File: config.mk
export PLATFORM = sky130hd
export DESIGN_NAME = segp_div
export DESIGN_NICKNAME = d
export VERILOG_FILES = /design/src/hw/rtl/segp_pkg.sv /design/src/hw/rtl/segp_div.sv
export SDC_FILE = /design/constraint.sdc
export NUM_CORES = 1
export LEC_CHECK = 0
export ABC_AREA = 1
export BUFFER_PORTS_ARGS = -buffer_cell sky130_fd_sc_hd__buf_2
export CAP_MARGIN = 5
export CORE_MARGIN = 8
export CORE_UTILIZATION = 33
export DETAILED_ROUTE_END_ITERATION = 7
export GPL_TIMING_DRIVEN = 0
export PLACE_DENSITY_LB_ADDON = 0.1
export REMOVE_ABC_BUFFERS = 1
export SLEW_MARGIN = 20
export SYNTH_ARGS = -nofsm -noshare
export SYNTH_HDL_FRONTEND = slang
export SYNTH_SLANG_ARGS = --single-unit
export TNS_END_PERCENT = 10
File: constraint.sdc
create_clock -name aclk -period 2.79 [get_ports aclk]
set_clock_uncertainty 0.2 [all_clocks]
set_input_delay 0.1395 -clock aclk [delete_from_list [all_inputs] [get_ports aclk]]
set_output_delay 0.1395 -clock aclk [all_outputs]
set_load 0.02 [all_outputs]
File: src/hw/rtl/segp_pkg.sv
`default_nettype none
package segp_pkg;

    localparam int TILE_DEPTH = 65536;
    localparam int BASE_DEPTH = 32768;
    localparam int TILE_AW    = $clog2(TILE_DEPTH);
    localparam int BASE_AW    = $clog2(BASE_DEPTH);
    // Tile length and base length counters must hold the depth itself.
    localparam int TLW        = TILE_AW + 1;
    localparam int BLW        = BASE_AW + 1;
    // Odd base value 2*i+3 for an index below BASE_DEPTH.
    localparam int VW         = BLW + 1;
    localparam int DIV_NW     = 38;
    localparam int DIV_DW     = VW;

    typedef enum logic [4:0] {
        ST_TCLR,
        ST_IDLE,
        ST_CHK,
        ST_SQ1W,
        ST_DV1W,
        ST_MUL,
        ST_DVLO,
        ST_DVHI,
        ST_SQ2W,
        ST_BCLR,
        ST_BSQ,
        ST_BCHK,
        ST_BMRK,
        ST_TSET,
        ST_PRD,
        ST_PCHK,
        ST_PDIV,
        ST_PMRK,
        ST_CNT,
        ST_DONE
    } state_t;

endpackage
`default_nettype wire

File: src/hw/rtl/segp_div.sv
`default_nettype none
module segp_div (
    input  wire logic                         aclk,
    input  wire logic                         aresetn,
    input  wire logic                         start,
    input  wire logic [segp_pkg::DIV_NW-1:0]  num,
    input  wire logic [segp_pkg::DIV_DW-1:0]  den,
    output logic                              done,
    output logic      [segp_pkg::DIV_NW-1:0]  quot,
    output logic      [segp_pkg::DIV_DW-1:0]  rem
);

    localparam int NW = segp_pkg::DIV_NW;
    localparam int DW = segp_pkg::DIV_DW;
    localparam int CW = $clog2(NW + 1);

    logic [NW-1:0] q_reg, q_next;
    logic [DW:0]   r_reg, r_next;
    logic [DW-1:0] d_reg, d_next;
    logic [CW-1:0] cnt_reg, cnt_next;
    logic          busy_reg, busy_next;
    logic          done_reg, done_next;
    logic [DW:0]   r_sh;
    logic [DW:0]   r_sub;

    // Restoring division, one quotient bit a cycle, numerator shifted out of q_reg.
    always_comb begin
        r_sh      = {r_reg[DW-1:0], q_reg[NW-1]};
        r_sub     = r_sh - {1'b0, d_reg};
        q_next    = q_reg;
        r_next    = r_reg;
        d_next    = d_reg;
        cnt_next  = cnt_reg;
        busy_next = busy_reg;
        done_next = 1'b0;
        if (start) begin
            q_next    = num;
            r_next    = '0;
            d_next    = den;
            cnt_next  = CW'(NW);
            busy_next = 1'b1;
        end else if (busy_reg) begin
            if (r_sh >= {1'b0, d_reg}) begin
                r_next = r_sub;
                q_next = {q_reg[NW-2:0], 1'b1};
            end else begin
                r_next = r_sh;
                q_next = {q_reg[NW-2:0], 1'b0};
            end
            cnt_next = cnt_reg - 1'b1;
            if (cnt_reg == CW'(1)) begin
                busy_next = 1'b0;
                done_next = 1'b1;
            end
        end
    end

    always_ff @(posedge aclk) begin
        if (!aresetn) begin
            busy_reg <= 1'b0;
            done_reg <= 1'b0;
            cnt_reg  <= '0;
        end else begin
            busy_reg <= busy_next;
            done_reg <= done_next;
            cnt_reg  <= cnt_next;
        end
        q_reg <= q_next;
        r_reg <= r_next;
        d_reg <= d_next;
    end

    assign done = done_reg;
    assign quot = q_reg;
    assign rem  = r_reg[DW-1:0];

`ifndef SYNTH
    a_start_idle: assert property (@(posedge aclk) disable iff (!aresetn)
        start |-> !busy_reg) else $error("divider started while busy");
    a_rem_below: assert property (@(posedge aclk) disable iff (!aresetn)
        done |-> (r_reg < {1'b0, d_reg})) else $error("remainder not below divisor");
    a_done_once: assert property (@(posedge aclk) disable iff (!aresetn)
        done |=> !done) else $error("done held longer than a cycle");
`endif

endmodule
`default_nettype wire

==> results by group, run 1 <==
STA
  • Max frequency: roughly 0.40 GHz
  • Setup_tns: 0 ps
  • Hold Violations, Final: 0
  • Worst-Margin Slew: between 800 and 900 ps
  • Max Slew Vio Count: 0
  • Period utilization: between 80% and 90%
  • Max_slew headroom: a little over two fifths
  • Setup Viol. Count Final: 0
  • Final Critical Period: ~2500 ps
  • RSZ-0062 raised after global routing: false

Setup path
  • Slowest cell on the critical path: fa_1
  • CP required: ~2900 ps
  • Worst path cell trace: inv_1 -> ha_1 -> inv_1 -> fa_1 -> nand3_1 -> nand3_2 -> nand2_4 -> nand2_4 -> nand2_1 -> nand3_1 -> o21ai_0
  • Critical Path Source Type: flop
  • Reg2Reg Depth: 11
  • CP Class: flop to flop
  • CP startpoint: quot[37]
  • CP peak stage delay: approximately 430 ps
  • Critical Path End Type: flop
  • CP Max Fanout: 20
  • Beginning of the worst register-to-register path: quot[37]
  • Critical Path AT: about 2600 ps

Synthesis
  • Post-synth cell types: 34
  • Synthesized area: roughly 0.0046 mm^2
  • Synthesized area per cell: 7.78 um^2
  • Sequential fraction of the synthesis area: a little under half
  • Synth area leaders: edfxtp_1, nand2_1, dfxtp_1
  • Yosys warns: 0
  • Post-synthesis register bit count: 80
  • Syn Inst Count: approximately 590
  • Synth top area share: 36.3%
  • Dominant cell type by area after synthesis: edfxtp_1

Place
  • Input/output buffers: ~110
  • GP Congestion: approximately 0.82
  • DP Area: 0.00525 mm^2
  • Hpwl dp: just under 9000 um

Power and ir drop
  • Pwr dens: roughly 500 mW/mm^2
  • Logic pwr share: roughly 16%
  • Clock power share: a little under two fifths
  • Sequential power share: 45.7%
  • Cell leakage power: between 3 and 4 nW
  • Max VDD drop: between 0.3 and 0.4 mV
  • Net switching power: roughly 0.0009 W
  • Int Pwr: between 0.002 and 0.0025 W
  • Net Sw Frac: between 20% and 30%

Die
  • Die area: about 0.018 mm^2
  • Core Area: around 0.014 mm^2
  • Top Ports: between 100 and 150
  • Die Ht: between 100 and 150 um
  • Die X-Extent: ~130 um
  • Starting Density: about a third
  • Row cnt: 43

Cells and area
  • Final net count: between 800 and 900
  • # diodes: 0
  • Final core occ: between 40% and 50%
  • Design area: between 0.006 and 0.007 mm^2
  • Area Overhead vs Synth: 34.3%
  • Max reg flops: 38
  • Share of post-route cells with drive strength above 1: ~21%

GRT
  • Vias in the first global route: 4280
  • Initial antenna violation count: 0
  • Global-route wire length before repair: about 21000 um
  • Global route overflow: 0
  • GRT Total Usage: about 14%
  • Largest net degree at the start of global routing: 60

Route
  • DRC viols: 0
  • Pre-antenna DRT Iters: 4
  • WL per Instance: approximately 13 um
  • Final ANT Viol Nets: 0
  • WL final: 12200 um
  • Via count: approximately 4.2k
  • Starting DRC count in detailed routing: 257
  • Routed vias/inst: 4.49

Run
  • Max-Cap Viols: 0

Clock tree
  • Clock insertion delay at the later pin of the skew report: around 340 ps
  • # H-tree levels: 3
  • Clock Tree Buf Depth: 2
  • Root Driver: clkbuf_16
  • Clock Sink Count: 80
  • Clock transition at path regs: 70 ps
  • Setup Buffers After CTS: 0
  • Num CTS Buffers: 9
  • CTS tree: done

Status
  • Outcome: complete, no violations

Worst hold path
  • Hold Path Origin: start
  • HP Class: primary input to flop
  • Hold-critical path depth: 1
[cell usage in the layout (no fill, tap or decap), types with 2 or more instances in the layout]
cell,synthesis,layout
ha_1,19,19
clkbuf_16,0,9
nand3_2,4,4
inv_4,0,3
a31oi_1,2,2
inv_1,86,84
buf_2,0,112
inv_6,0,2
nand2_4,1,3
inv_2,2,4
nor3_1,5,5
a21oi_1,15,15
nand4_1,5,5
xnor2_1,6,6
dfxtp_1,25,25
nand2_1,246,246
nand3b_1,7,7
nor2_1,20,18
dlygate4sd3_1,0,56
nand2_2,8,6
nor2_2,5,6
o21bai_1,2,2
nand3_1,41,41
o21ai_0,6,6
edfxtp_1,55,55
[cell families after synthesis]
family | count (synthesis) | share of synthesized area, %
buffers and inverters | 104 | 9.89
AO/OA/AOI/OAI | 28 | 3.46
AND/OR/NAND/NOR | 346 | 32.4
flip-flops | 80 | 47.3
XOR/XNOR | 7 | 1.35
adder cells (fa/ha/maj) | 20 | 5.66
[layout make-up]
| class | count | area, um^2 |
|---|---|---|
| inverter | 88 | 330 |
| clock inverter | 6 | 47.5 |
| clock buffer | 10 | 239 |
| sequential | 80 | 2150 |
| fill | 1414 | 7550 |
| tap | 180 | 225 |
| timing repair buffer | 170 | 1150 |
| multi-input combinational | 401 | 1970 |
[cells in the mapped netlist (all sizes together)]
library cell  instances
fa                    1
edfxtp               55
ha                   19
dlygate4sd1           1
inv                  88
nor2                 25
o21ai                 7
xnor2                 6
or2                   1
o21bai                2
nand3b                7
nor3                  6
o31ai                 1
and2                  1
a21oi                15
a221oi                1
buf                   5
a31oi                 2
nor4                  1
xor2                  1
nand2               255
nand3                45
clkbuf               10
nand4                 5
dfxtp                25
[metal layers]
metal,global-route usage [%],wire length (um),up-vias
met2,23.9,5750,103
met3,5.84,831,7
met5,0,0,-
met1,16.6,5540,1915
met4,3.62,127,0
li1,-,-,2177
[through the flow]
step / setup WS [ps] / power [W] / cells / hold WS, ps
finish: 298 / 0.00310 / 935 / 190
global route: 3.37 / 0.00326 / 935 / 201
CTS: 147 / 0.00316 / 935 / 187
detailed placement: -159 / 0.00189 / 863 / 118
global placement: -965 / 0.00188 / 862 / 118
floorplan: 382 / 0.00171 / 569 / 38.4
[final timing paths]
check / to / slack [ps]
hold reg to reg: r_reg[10] / 280
setup / recovery: r_reg[3] / 300
setup reg to reg: r_reg[3] / 300
hold / removal: d_reg[10] / 190
[worst max-delay path: cells and delay by family, from the launching register on]
kind	cells	cell delay (ps)
adder cells (fa/ha/maj)	2	610
AND/OR/NAND/NOR	6	920
flip-flops	1	380
AO/OA/AOI/OAI	1	110
buffers and inverters	2	180
[what timing repair did]
action                                 4_1_cts  5_1_grt
setup endpoints to repair                   16       16
endpoints found under the hold margin       63        0
gates resized for setup                      2        1
hold buffers                                56        0
[power groups by stage]
stage | Clock, W | Sequential, W | Combinational [W]
floorplan | 0 | 0.00151 | 0.000198
global placement | 0 | 0.00144 | 0.000442
detailed placement | 0 | 0.00144 | 0.000451
CTS | 0.00123 | 0.00142 | 0.000512
global route | 0.00127 | 0.00143 | 0.000564
finish | 0.00117 | 0.00142 | 0.000506
Note: power is estimated with default switching activity, not from simulation.
==> inputs of run 2 (changes only) <==
==> constraint.sdc (replaced) <==
create_clock -name aclk -period 2.7 [get_ports aclk]
set_clock_uncertainty 0.2 [all_clocks]
set_input_delay 0.135 -clock aclk [delete_from_list [all_inputs] [get_ports aclk]]
set_output_delay 0.135 -clock aclk [all_outputs]
set_load 0.02 [all_outputs]
==> run 2 against run 1 <==
Utilization increased by 0.11 points. Routed wire length grew 0.83%. Design area up 0.25%. Critical path type unchanged. Fmax increased by 3.0%. Largest power group unchanged. Final cell count is 0.11% higher. Sequential power is 3% higher. Count of clock-buffer cells in the layout unchanged. Die area unchanged. Via count is essentially flat. Combinational power increased by 3%.
==> results by group, run 2 (synthesized netlist as in run 1, its figures left out) <==
Cells and area
  • Final net count: 829
  • Area Overhead vs Synth: 34.6%
  • Final non-filler cell total: 936
  • Multi-input gate area in the final layout: between 0.0015 and 0.002 mm^2
  • Design area: 0.00613 mm^2
  • Commonest cells after routing, fill and taps aside: nand2_1, buf_2, inv_1, dlygate4sd3_1, edfxtp_1
  • Most common cell after layout, fill and taps aside: nand2_1
  • Final core occ: 44.8%
  • Share of post-route cells with drive strength above 1: between 20% and 30%
  • Reg area: between 0.002 and 0.0025 mm^2
  • Fill cells: roughly 1.4k
  • Max reg flops: 38
  • # diodes: 0

Die
  • Die area: 0.0178 mm^2
  • Row cnt: 43
  • Starting Density: about a third
  • Core Area: ~0.014 mm^2
  • Top Ports: between 100 and 150
  • Die Ht: 133 um
  • Die X-Extent: approximately 130 um

Setup path
  • Slowest cell on the critical path: fa_1
  • Worst path cell trace: inv_1 -> ha_1 -> inv_1 -> fa_1 -> nand3_1 -> nand3_2 -> nand2_8 -> nand2_4 -> nand2_1 -> nand3_1 -> o21ai_0
  • CP Class: flop to flop
  • Reg2Reg Depth: 11
  • CP peak stage delay: between 400 and 500 ps
  • CP Max Fanout: 20
  • Critical Path Source Type: flop
  • CP required: roughly 2800 ps
  • Critical Path End Type: flop
  • Critical Path AT: approximately 2500 ps

STA
  • Worst-Margin Slew: 849 ps
  • Period utilization: 89.6%
  • RSZ-0062 raised after global routing: false
  • Max frequency: between 0.4 and 0.5 GHz
  • Max Slew Vio Count: 0
  • Setup Viol. Count Final: 0
  • Final Critical Period: 2420 ps
  • Hold Violations, Final: 0
  • Final setup margin: 282 ps
  • Max_slew headroom: a little over two fifths

Power and ir drop
  • Pwr dens: roughly 520 mW/mm^2
  • Max VDD drop: about 0.4 mV
  • Cell leakage power: between 3 and 4 nW

GRT
  • GRT Total Usage: approximately 14%
  • Vias in the first global route: roughly 4.3k
  • Largest net degree at the start of global routing: 60
  • Global-route wire length before repair: 20700 um
  • Initial antenna violation count: 0
  • Global route overflow: 0

Clock tree
  • # H-tree levels: 3
  • Num CTS Buffers: 9
  • Root Driver: clkbuf_16
  • Clock Tree Buf Depth: 2
  • Clock insertion delay at the later pin of the skew report: 340 ps
  • Clock Sink Count: 80
  • CTS tree: done
  • Clock transition at path regs: about 70 ps

Route
  • Final ANT Viol Nets: 0
  • WL final: 12300 um
  • Starting DRC count in detailed routing: roughly 250
  • Pre-antenna DRT Iters: 4
  • Routed vias/inst: 4.49
  • WL per Instance: about 13 um
  • DRC viols: 0
  • Via count: 4203

Place
  • Placed Instances: roughly 860
  • Hpwl dp: 8650 um
  • DP Area: 0.00525 mm^2
  • Placement Setup Slack: -249 ps
  • GP Congestion: 0.823
  • Input/output buffers: roughly 110

Run
  • Max-Cap Viols: 0

Status
  • Outcome: complete, no violations

Worst hold path
  • Hold-critical path depth: 1
  • HP Class: primary input to flop
==> run 2: where the power goes <==
part           leakage, nW  total [W]  internal [W]  switching, W
Clock                0.147    0.00121      0.000664      0.000551
Combinational         2.27   0.000523      0.000210      0.000313
Sequential           0.760    0.00146       0.00142     0.0000449
Total                 3.18    0.00320       0.00229      0.000910
==> run 2: cell type report <==
type	instances	share of cell area, %
Sequential cell	80	35.1
Multi-Input combinational cell	402	32.4
Timing Repair Buffer	170	18.7
Inverter	88	5.39
Clock buffer	10	3.90
Tap cell	180	3.67
Clock inverter	6	0.776
==> run 2: path summary, 6_finish.rpt <==
check / slack [ps] / startpoint / to
worst max-delay path: 280 / quot[37] / r_reg[3]
worst min-delay path: 190 / start / d_reg[10]
worst max register to register: 280 / quot[37] / r_reg[3]
worst min register to register: 280 / r_reg[12] / r_reg[12]
==> run 2: critical path: cells and delay by family, from the launching register on <==
family | cells | cell delay [ps]
buffers and inverters | 2 | 180
flip-flops | 1 | 380
adder cells (fa/ha/maj) | 2 | 620
AO/OA/AOI/OAI | 1 | 110
AND/OR/NAND/NOR | 6 | 840
==> run 2: through the flow <==
step / setup TNS, ps / total power, W / hold WS [ps]
4_1_cts: 0 / 0.00326 / 183
3_5_place_dp: -3680 / 0.00195 / 113
2_1_floorplan: 0 / 0.00177 / 33.9
5_1_grt: 0 / 0.00337 / 197
3_3_place_gp: -53010 / 0.00194 / 114
6_report: 0 / 0.00320 / 188
==> run 2: metal layers <==
layer / vias to the layer above / GRT usage (%) / part of all wire, %
met5: - / 0 / 0
met4: 0 / 3.62 / 1.0
met3: 7 / 5.84 / 6.6
met2: 101 / 23.9 / 47
met1: 1919 / 16.6 / 46
li1: 2176 / - / -
==> run 2: repair_timing <==
action                                 4_1_cts  5_1_grt
cloned                                       0        1
setup endpoints to repair                   16       16
endpoints found under the hold margin       63        0
pin swaps                                    0        1
resized for setup                            2        2
hold buffers                                56        0
setup buffers                                0        0
