[config.mk]
export PLATFORM = sky130hd
export DESIGN_NAME = segp_sqrt
export DESIGN_NICKNAME = d
export VERILOG_FILES = /design/src/hw/rtl/segp_sqrt.sv
export SDC_FILE = /design/constraint.sdc
export NUM_CORES = 1
export LEC_CHECK = 0
export BUFFER_PORTS_ARGS = -buffer_cell sky130_fd_sc_hd__buf_2
export CAP_MARGIN = 15
export CORE_ASPECT_RATIO = 1.4
export CORE_UTILIZATION = 47
export CTS_CLUSTER_DIAMETER = 100
export DETAILED_ROUTE_END_ITERATION = 7
export PLACE_DENSITY = 0.68
export SLEW_MARGIN = 20
export SYNTH_ARGS = -nofsm -noshare
export SYNTH_HDL_FRONTEND = slang
export SYNTH_SLANG_ARGS = --single-unit
[constraint.sdc]
create_clock -name aclk -period 13.2 [get_ports aclk]
set_input_delay 1.32 -clock aclk [delete_from_list [all_inputs] [get_ports aclk]]
set_output_delay 1.32 -clock aclk [all_outputs]
set_load 0.02 [all_outputs]
[src/hw/rtl/segp_sqrt.sv]
`default_nettype none
module segp_sqrt (
    input  wire logic        aclk,
    input  wire logic        aresetn,
    input  wire logic        start,
    input  wire logic [31:0] x,
    output logic             done,
    output logic      [15:0] root
);

    logic [31:0] x_reg, x_next;
    logic [15:0] r_reg, r_next;
    logic [15:0] bit_reg, bit_next;
    logic        busy_reg, busy_next;
    logic        done_reg, done_next;
    logic [15:0] t;
    logic [31:0] t_sq;

    // One result bit a cycle, from the top bit down, tested by squaring.
    assign t    = r_reg | bit_reg;
    assign t_sq = t * t;

    always_comb begin
        x_next    = x_reg;
        r_next    = r_reg;
        bit_next  = bit_reg;
        busy_next = busy_reg;
        done_next = 1'b0;
        if (start) begin
            x_next    = x;
            r_next    = '0;
            bit_next  = 16'h8000;
            busy_next = 1'b1;
        end else if (busy_reg) begin
            if (t_sq <= x_reg) begin
                r_next = t;
            end
            bit_next = bit_reg >> 1;
            if (bit_reg[0]) begin
                busy_next = 1'b0;
                done_next = 1'b1;
            end
        end
    end

    always_ff @(posedge aclk) begin
        if (!aresetn) begin
            busy_reg <= 1'b0;
            done_reg <= 1'b0;
        end else begin
            busy_reg <= busy_next;
            done_reg <= done_next;
        end
        x_reg   <= x_next;
        r_reg   <= r_next;
        bit_reg <= bit_next;
    end

    assign done = done_reg;
    assign root = r_reg;

`ifndef SYNTH
    a_start_idle: assert property (@(posedge aclk) disable iff (!aresetn)
        start |-> !busy_reg) else $error("root unit started while busy");
    a_root_fits: assert property (@(posedge aclk) disable iff (!aresetn)
        done |-> ((r_reg * r_reg) <= x_reg)) else $error("root too large");
    a_done_once: assert property (@(posedge aclk) disable iff (!aresetn)
        done |=> !done) else $error("done held longer than a cycle");
`endif

endmodule
`default_nettype wire

==> results of run 1 <==
==> metrics by stage <==
stage | std cells | util
2_1_floorplan | 1161 | -
3_5_place_dp | 1481 | 0.504
4_1_cts | 1497 | 0.517
6_report | 1497 | 0.517
3_3_place_gp | 1481 | 0.504
5_1_grt | 1497 | 0.517
==> where the power goes <==
part           total [uW]  switching (uW)  internal, uW
registers             229            3.79           226
logic                70.1            42.9          27.1
clock network         230            87.0           143
==> layout make-up <==
cell class / instances / area [sq um] / share of cell area
clock buffers: 14 / 275 / 0.0243
clock inverters: 2 / 10.0 / 0.000883
inverters: 289 / 1080 / 0.0957
multi-input cells: 771 / 7650 / 0.674
flip-flops and latches: 66 / 1640 / 0.145
well taps: 297 / 372 / 0.0328
repair buffers: 58 / 308 / 0.0271
==> layer usage <==
layer  track usage  vias to the layer above
met4         0.115                        0
li1              -                     3720
met3        0.0248                       53
met1         0.266                     3783
met5             0                        -
met2         0.406                      181
==> layout by cell type, fill, tap and decap left out, drive strengths merged, types with 18 or more instances in the layout <==
master,Yosys,routed
nor2,104,104
ha,127,127
dfxtp,34,34
inv,283,283
edfxtp,32,32
buf,12,58
nand2b,18,18
xnor2,23,23
nand2,100,100
a21oi,45,45
fa,161,161
o21ai,19,19
==> cell families after synthesis <==
| family | count (synthesis) |
|---|---|
| buf+inv | 324 |
| simple gates | 295 |
| fa+ha+maj | 289 |
| compound gates | 138 |
| flops | 66 |
| xor+xnor | 32 |
| mux | 17 |
==> how the worst max path moves through the flow <==
stage / end / slack (ns) / depth (start not counted)
floorplan: root[5]$_SDFFE_PP0P_ / 5.72 / 30
global placement: root[3]$_SDFFE_PP0P_ / 4.89 / 25
detailed placement: root[6]$_SDFFE_PP0P_ / 4.82 / 25
CTS: root[6]$_SDFFE_PP0P_ / 4.80 / 25
global route: root[4]$_SDFFE_PP0P_ / 4.30 / 25
finish: root[6]$_SDFFE_PP0P_ / 4.72 / 25
==> critical path, delay by kind of cell (launching register included) <==
family / cells / cell delay, ns
xor gates and xnor gates: 1 / 0.10
buffers and inverters: 4 / 0.80
adders and majority gates: 8 / 3.83
DFF: 1 / 0.34
AOI/OAI and AO/OA: 7 / 1.94
and+or+nand+nor: 5 / 1.30
==> out/metrics.yaml, run 1 <==
floorplan:
  die_h_microns: 179
  core_sq_um: 21900
  fp.dieW_microns: 128
  initial_core_util: 0.480
  die-area_sq_um: 23000
  rows: 64
  io_pins: 52
placed_design:
  placed_area_sq_um: 11100
  place_ws_ns: 4.82
  io_buffer_count: 51
  routabilityCongestion: 0.926
  dp_hpwl_mm: 20.0
clock_tree:
  cts.path.max_buffers: 2
  clockRootBuffer: "clkbuf_16"
  cts_setup_buffers: 0
  cts_tree: "yes"
  cts_made_buffers: 9
  cts_resized: 0
  cts_hold_buf: 0
  h-tree-depth: 3
  clk_latency_ns: 0.34
  clkSlewWorstSetupHoldPaths_ns: 0.06
  cts_num_sinks: 66
logic_synthesis:
  synth_compound_area_frac: 0.0953
  ys_top_cells_by_count: "inv_1 (283), fa_1 (161), ha_1 (127), nor2_1 (103), nand2_1 (100)"
  synth_top_area_share: 0.306
  synth_edf_count: 32
  synth_top_flop_cell: "dfxtp_1"
  yosys_warnings: 0
  synth_top_family_by_area: "adder cells"
  seq_area_frac_synth: 0.156
  ys_ff_latch: 66
  synthCells: 1161
  yosysUniqueCellTypes: 78
  synth_area_leader_cell: "fa_1"
  syn_area_sq_um: 10500
  async_flop_share: 0
  synth.most_common_cell: "inv_1"
  syn_nets: 1484
  synth-simple-area-share: 0.130
  synthXorXnorAreaFrac: 0.0266
  synth_mux_area_frac: 0.0164
  synth_fa_ha_area_frac: 0.458
  ys_top_cells_by_area: "fa_1 (31%), ha_1 (15%), inv_1 (10%)"
  synth_area_per_cell_sq_um: 9.07
route:
  drt-wirelength-per-cell_microns: 15.8
  dr.pass1.iters: 5
  antenna_left: 0
  wl_met1_mm: 9.45
  route.met3.wl_microns: 888
  via_count: 7737
  topRoutingLayerUsed: "met4"
  wl_mm: 23.7
  via_per_inst: 5.17
  drc: 0
  wl_met2_mm: 12.3
  drt_iter0_markers: 361
power:
  power_uw: 530
  peakVddDrop_mv: 0.0916
  power.static_leakage_uw: 0.00608
  powerDensity_nw_per_um2: 46.7
hold_path:
  min-delay-start: "root[0]$_SDFFE_PP0P_"
  hold_path_end: "root[0]$_SDFFE_PP0P_"
  worstHoldPathType: "reg -> reg"
  whs_path_depth: 2
timing:
  period_needed_ns: 8.48
  slew_headroom: 0.350
  final.setup.tns_ns: 0
  rsz0062_at_grt: "no"
  finalSetupViolCount: 0
  drv_slew: 0
  fin_ws_ns: 4.72
  timing.hold.ws_ns: 0.477
  period_share: 0.642
  hold_viol: 0
  finalClockSkew_ns: 0.0124
  worst_pin_slew_ns: 0.971
  fmax_mhz: 118
final_layout:
  nets: 1518
  design_area_sq_um: 11300
  drive_gt1_frac: 0.0917
  syn2layout_area_growth_pct: 7.69
  antennaDiodeCount: 0
  largest_reg_flops: 32
  nFillCells: 2100
critical_path:
  end_kind: "flip-flop"
  cp.required_ns: 13.40
  crit_path_frequent_cell: "fa_1"
  critPathMaxStageDelay_ns: 0.58
  crit_path_start_kind: "flip-flop"
  rr_startpoint: "bit_reg[13]$_SDFFE_PP0P_"
  startpoint: "bit_reg[13]$_SDFFE_PP0P_"
  reg2reg_to: "root[6]$_SDFFE_PP0P_"
  rrSetupSlack_ns: 4.72
  cp_slowest_cell: "clkinv_1"
  crit_path_max_fanout: 16
  critPathKind: "reg -> reg"
  cp.arrival_ns: 8.67
  r2r_cells: 25
run:
  max_cap_viol_count: 0
global_route:
  grt_start_max_net_pins: 83
  grt_pass1_wl_mm: 39.7
  antenna_found_initial: 0
  grt_pass1_vias: 8066
  track_usage: 0.226
  overflow: 0
status:
  status: "complete, no violations"
(Power assumes the default switching activity.)
==> run 2: changes to the inputs <==
- ABC_AREA: default -> 1
- PLACE_DENSITY: 0.68 -> 0.7
- clock period: 13.2 -> 7.41 ns (I/O delays scaled with it)
==> run 2 against run 1 <==
Compared with the run above:
- routed wire length increased by 6.0%
- area after synthesis decreased by 0.82%
- first-iteration DRC count increased by 15%
- die area decreased by 0.81%
- register-to-register slack got worse by 4.4 ns
- critical path depth increased by 6
- clock power increased by 84%
- count of clock-buffer cells in the layout decreased by 2
- worst setup slack got worse by 4.4 ns
==> out/metrics.yaml, run 2 <==
status:
  status: "complete, no violations"
timing:
  timing.hold.ws_ns: 0.464
  period_needed_ns: 7.08
  finalSetupViolCount: 0
  slew_headroom: 0.536
  final.setup.tns_ns: 0
  worst_pin_slew_ns: 0.696
  hold_viol: 0
  finalClockSkew_ns: 0.00749
  drv_slew: 0
  period_share: 0.955
  fmax_mhz: 141
critical_path:
  end_kind: "flip-flop"
  cp_slowest_cell: "fa_1"
  crit_path_start_kind: "flip-flop"
  critPathMaxStageDelay_ns: 0.62
  critPathKind: "reg -> reg"
  crit_path_max_fanout: 8
  startpoint: "root[9]$_SDFFE_PP0P_"
  cp.arrival_ns: 7.34
  rr_startpoint: "root[9]$_SDFFE_PP0P_"
  cp.required_ns: 7.68
  rrSetupSlack_ns: 0.33
floorplan:
  core_sq_um: 21900
  fp.dieW_microns: 128
  rows: 64
  io_pins: 52
  initial_core_util: 0.478
  die_h_microns: 178
  die-area_sq_um: 22800
power:
  power_switching_uw: 225
  peakVddDrop_mv: 0.179
  pwr-share-comb: 0.110
  p_int_uw: 711
  power.static_leakage_uw: 0.00648
  powerDensity_nw_per_um2: 80.7
  seq_power_share: 0.437
  pwr-share-clk: 0.453
  p_sw_frac: 0.240
run:
  max_cap_viol_count: 0
final_layout:
  drive_gt1_frac: 0.0941
  syn2layout_area_growth_pct: 11.0
  layout.cells.most_common_list: "inv_1 (346), nand2_1 (242), fa_1 (161), ha_1 (126), nor2_1 (125)"
  nets: 1690
  design_area_sq_um: 11600
  fin_cells: 1668
  antennaDiodeCount: 0
  largest_reg_flops: 32
  layout_commonest_cell: "inv_1"
route:
  wl_mm: 25.1
  via_count: 8258
  antenna_left: 0
  via_per_inst: 4.95
  dr.pass1.iters: 5
  drc: 0
  drt-wirelength-per-cell_microns: 15.0
  drt_iter0_markers: 415
logic_synthesis:
  synth_mux_area_frac: 0
  ys_top_cells_by_area: "fa_1 (31%), ha_1 (15%), inv_1 (13%)"
  ys_ff_latch: 66
  synth_fa_ha_area_frac: 0.461
  synth.most_common_cell: "inv_1"
  synth_top_family_by_area: "adder cells"
  yosys_warnings: 0
  synth_top_area_share: 0.309
  synth_top_flop_cell: "dfxtp_1"
  async_flop_share: 0
  syn_nets: 1617
  synth_area_per_cell_sq_um: 8.07
  syn_area_sq_um: 10400
  synth-simple-area-share: 0.160
  synth_compound_area_frac: 0.0610
  ys_top_cells_by_count: "inv_1 (349), nand2_1 (243), fa_1 (161), nor2_1 (132), ha_1 (127)"
  synth_edf_count: 32
  seq_area_frac_synth: 0.157
  yosysUniqueCellTypes: 37
  synth_area_leader_cell: "fa_1"
  synthCells: 1294
  synthXorXnorAreaFrac: 0.0252
placed_design:
  io_buffer_count: 51
  routabilityCongestion: 0.951
  placed_cells: 1650
  placed_area_sq_um: 11200
  dp_hpwl_mm: 21.5
clock_tree:
  cts.path.max_buffers: 2
  clkSlewWorstSetupHoldPaths_ns: 0.05
  clockRootBuffer: "clkbuf_16"
  cts_tree: "yes"
  h-tree-depth: 3
  cts_hold_buf: 0
  cts_made_buffers: 9
  clk_latency_ns: 0.34
  cts_num_sinks: 66
global_route:
  overflow: 0
  grt_pass1_vias: 8617
  grt_pass1_wl_mm: 41.1
  track_usage: 0.237
  grt_start_max_net_pins: 67
  antenna_found_initial: 0
hold_path:
  min-delay-start: "root[14]$_SDFFE_PP0P_"
  worstHoldPathType: "reg -> reg"
==> run 2: changes by cell type after synthesis, moves of 9 or more <==
| cell | change |
|---|---|
| a21o_1 | -12 |
| nor2_1 | +29 |
| mux2i_1 | -15 |
| or2_2 | -9 |
| a21oi_1 | +33 |
| xnor2_1 | -10 |
| o22ai_2 | -10 |
| inv_1 | +66 |
| nand2_1 | +143 |
| nand2b_1 | -18 |
==> run 2: cells by family (layout without fill, tap and decap cells) <==
| group | after synthesis | in the layout |
|---|---|---|
| simple gates | 421 | 422 |
| buf+inv | 376 | 452 |
| fa+ha+maj | 288 | 288 |
| compound gates | 113 | 113 |
| flops | 66 | 66 |
| xor+xnor | 30 | 30 |
==> run 2: final cells by class <==
cell class	instances	area, sq um
inverters	356	1340
flip-flops and latches	66	1640
multi-input cells	853	7450
repair buffers	81	492
well taps	297	372
clock inverters	3	18.8
fillers	2001	10300
clock buffers	12	289
==> run 2: stage by stage <==
step	setup slack, ns	power (uW)	util
floorplan	0.644	476	-
global placement	0.388	510	0.512
detailed placement	0.237	513	0.512
CTS	0.212	939	0.526
global route	-0.0423	975	0.530
finish	0.334	935	0.530
==> run 2: critical path, delay by kind of cell (launching register included) <==
| family | cells | cell delay, ns |
|---|---|---|
| buf+inv | 5 | 0.66 |
| flops | 1 | 0.38 |
| fa+ha+maj | 8 | 3.82 |
| simple gates | 14 | 1.43 |
| compound gates | 4 | 0.71 |
==> run 2: final timing paths <==
check | endpoint | cells after the start
setup / recovery | root[6]$_SDFFE_PP0P_ | 31
hold / removal | root[14]$_SDFFE_PP0P_ | 2
setup reg to reg | root[6]$_SDFFE_PP0P_ | 31
hold reg to reg | root[14]$_SDFFE_PP0P_ | 2
==> run 2: repair_timing <==
action                     in CTS  in global routing
resized for setup               0                 27
setup endpoints to repair       0                 16
setup buffers                   0                  2
==> run 2: power groups by stage <==
stage | logic, uW | clock network (uW) | registers, uW
floorplan | 62.4 | 0 | 414
global placement | 94.6 | 0 | 415
detailed placement | 97.0 | 0 | 416
CTS | 97.8 | 433 | 408
global route | 116 | 448 | 410
finish | 103 | 424 | 408
==> run 2: metal layers <==
metal	wire length (microns)	GRT usage
met5	0	0
met4	1510	0.136
met3	1120	0.0321
met2	13200	0.438
met1	9270	0.257
==> run 3: changes to the inputs <==
- CORE_UTILIZATION: 47 -> 49
- PLACE_DENSITY: 0.7 -> 0.73
==> run 3 against run 2 <==
Compared with the run above:
- clock power up 6.6%
- fmax grew 0.82%
- sequential power is essentially flat
- core utilization grew 2.7 points
- worst setup slack better by 0.058 ns
- global-route usage rose by 0.55 points
- critical path depth grew 3
==> out/metrics.yaml, run 3 (same netlist as run 2, synthesis figures left out) <==
status:
  status: "complete, no violations"
global_route:
  grt_pass1_wl_mm: 41.2
  grt_pass1_vias: 8721
  grt_start_max_net_pins: 67
  use_met2: 0.429
  overflow: 0
  grt.met3_usage: 0.0288
  busiest_layer: "met2"
  antenna_found_initial: 0
  track_usage: 0.242
  use_met1: 0.274
floorplan:
  core_sq_um: 20700
  rows: 62
  io_pins: 52
  die_h_microns: 175
  fp.dieW_microns: 125
  die-area_sq_um: 21900
  initial_core_util: 0.504
clock_tree:
  h-tree-depth: 3
  cts_made_buffers: 9
  clockRootBuffer: "clkbuf_16"
  cts.path.max_buffers: 2
  clkSlewWorstSetupHoldPaths_ns: 0.06
  clk_latency_ns: 0.34
  cts_tree: "yes"
  cts_num_sinks: 66
timing:
  timing.hold.ws_ns: 0.464
  slew_headroom: 0.527
  period_needed_ns: 7.02
  drv_slew: 0
  finalSetupViolCount: 0
  fmax_mhz: 142
  worst_pin_slew_ns: 0.710
  finalClockSkew_ns: 0.00914
  hold_viol: 0
  period_share: 0.947
power:
  powerDensity_nw_per_um2: 83.2
  power.static_leakage_uw: 0.00649
  peakVddDrop_mv: 0.176
  power_uw: 961
critical_path:
  critPathMaxStageDelay_ns: 0.55
  crit_path_start_kind: "flip-flop"
  crit_path_max_fanout: 8
  end_kind: "flip-flop"
  critPathKind: "reg -> reg"
  cp.arrival_ns: 7.28
  cpLargestDelayFamily: "adder cells"
  cp_slowest_cell: "fa_1"
  critPathBufInv: 8
  cp.required_ns: 7.67
final_layout:
  largest_reg_flops: 32
  design_area_sq_um: 11500
  syn2layout_area_growth_pct: 10.6
  nets: 1689
  antennaDiodeCount: 0
  layout.cells.most_common_list: "inv_1 (344), nand2_1 (242), fa_1 (161), ha_1 (127), nor2_1 (123)"
  layout_commonest_cell: "inv_1"
  drive_gt1_frac: 0.0956
run:
  max_cap_viol_count: 0
route:
  via_count: 8310
  drt_iter0_markers: 537
  wl_mm: 24.6
  drc: 0
  dr.pass1.iters: 5
  via_per_inst: 5.11
  antenna_left: 0
  drt-wirelength-per-cell_microns: 15.1
placed_design:
  io_buffer_count: 51
  placed_area_sq_um: 11100
  routabilityCongestion: 0.923
  dp_hpwl_mm: 21.2
hold_path:
  worstHoldPathType: "reg -> reg"
## run 3: worst paths after layout
kind                              end                     start  slack [ns]  depth (start not counted)
min          bit_reg[15]$_SDFFE_PP1P_  bit_reg[15]$_SDFFE_PP1P_        0.46                          2
min reg2reg  bit_reg[15]$_SDFFE_PP1P_  bit_reg[15]$_SDFFE_PP1P_        0.46                          2
max              root[5]$_SDFFE_PP0P_  bit_reg[10]$_SDFFE_PP0P_        0.39                         34
max reg2reg      root[5]$_SDFFE_PP0P_  bit_reg[10]$_SDFFE_PP0P_        0.39                         34
## run 3: final cells by class
| class | count | area, sq um |
|---|---|---|
| multi-input combinational | 853 | 7440 |
| tap | 256 | 320 |
| inverter | 356 | 1340 |
| clock inverter | 6 | 88.8 |
| sequential | 66 | 1640 |
| fill | 1847 | 9160 |
| timing repair buffer | 80 | 488 |
| clock buffer | 10 | 230 |
## run 3: power by group
group / switching [uW] / total [uW] / internal [uW]
Clock: 156 / 452 / 297
Combinational: 65.5 / 101 / 35.3
Sequential: 7.19 / 408 / 401
## run 3: what timing repair did
action / 4_1_cts / 5_1_grt
setup endpoints to repair: 0 / 16
endpoints found under the hold margin: 0 / 0
resized for setup: 0 / 28
setup buffers: 0 / 1
hold buffers: 0 / 0
## run 3: stage by stage
step	instances	setup TNS [ns]	util	worst slack, ns
CTS	1625	0	0.553	0.0813
finish	1627	0	0.558	0.392
global route	1627	-0.00858	0.558	-0.00858
floorplan	1294	0	-	0.644
detailed placement	1609	0	0.538	0.138
global placement	1609	0	0.538	0.216
## run 3: metal layers
metal  up-vias  wire length (microns)
li1       4013                      -
met1      3997                   9410
met2       228                  12600
met3        72                   1060
met4         0                   1520
met5         -                      0
## run 3: worst min-delay path: stages, from the launching register on
cell and delay, ns:
dfxtp_1 0.32, nand2_1 0.06, nand2_1 0.04
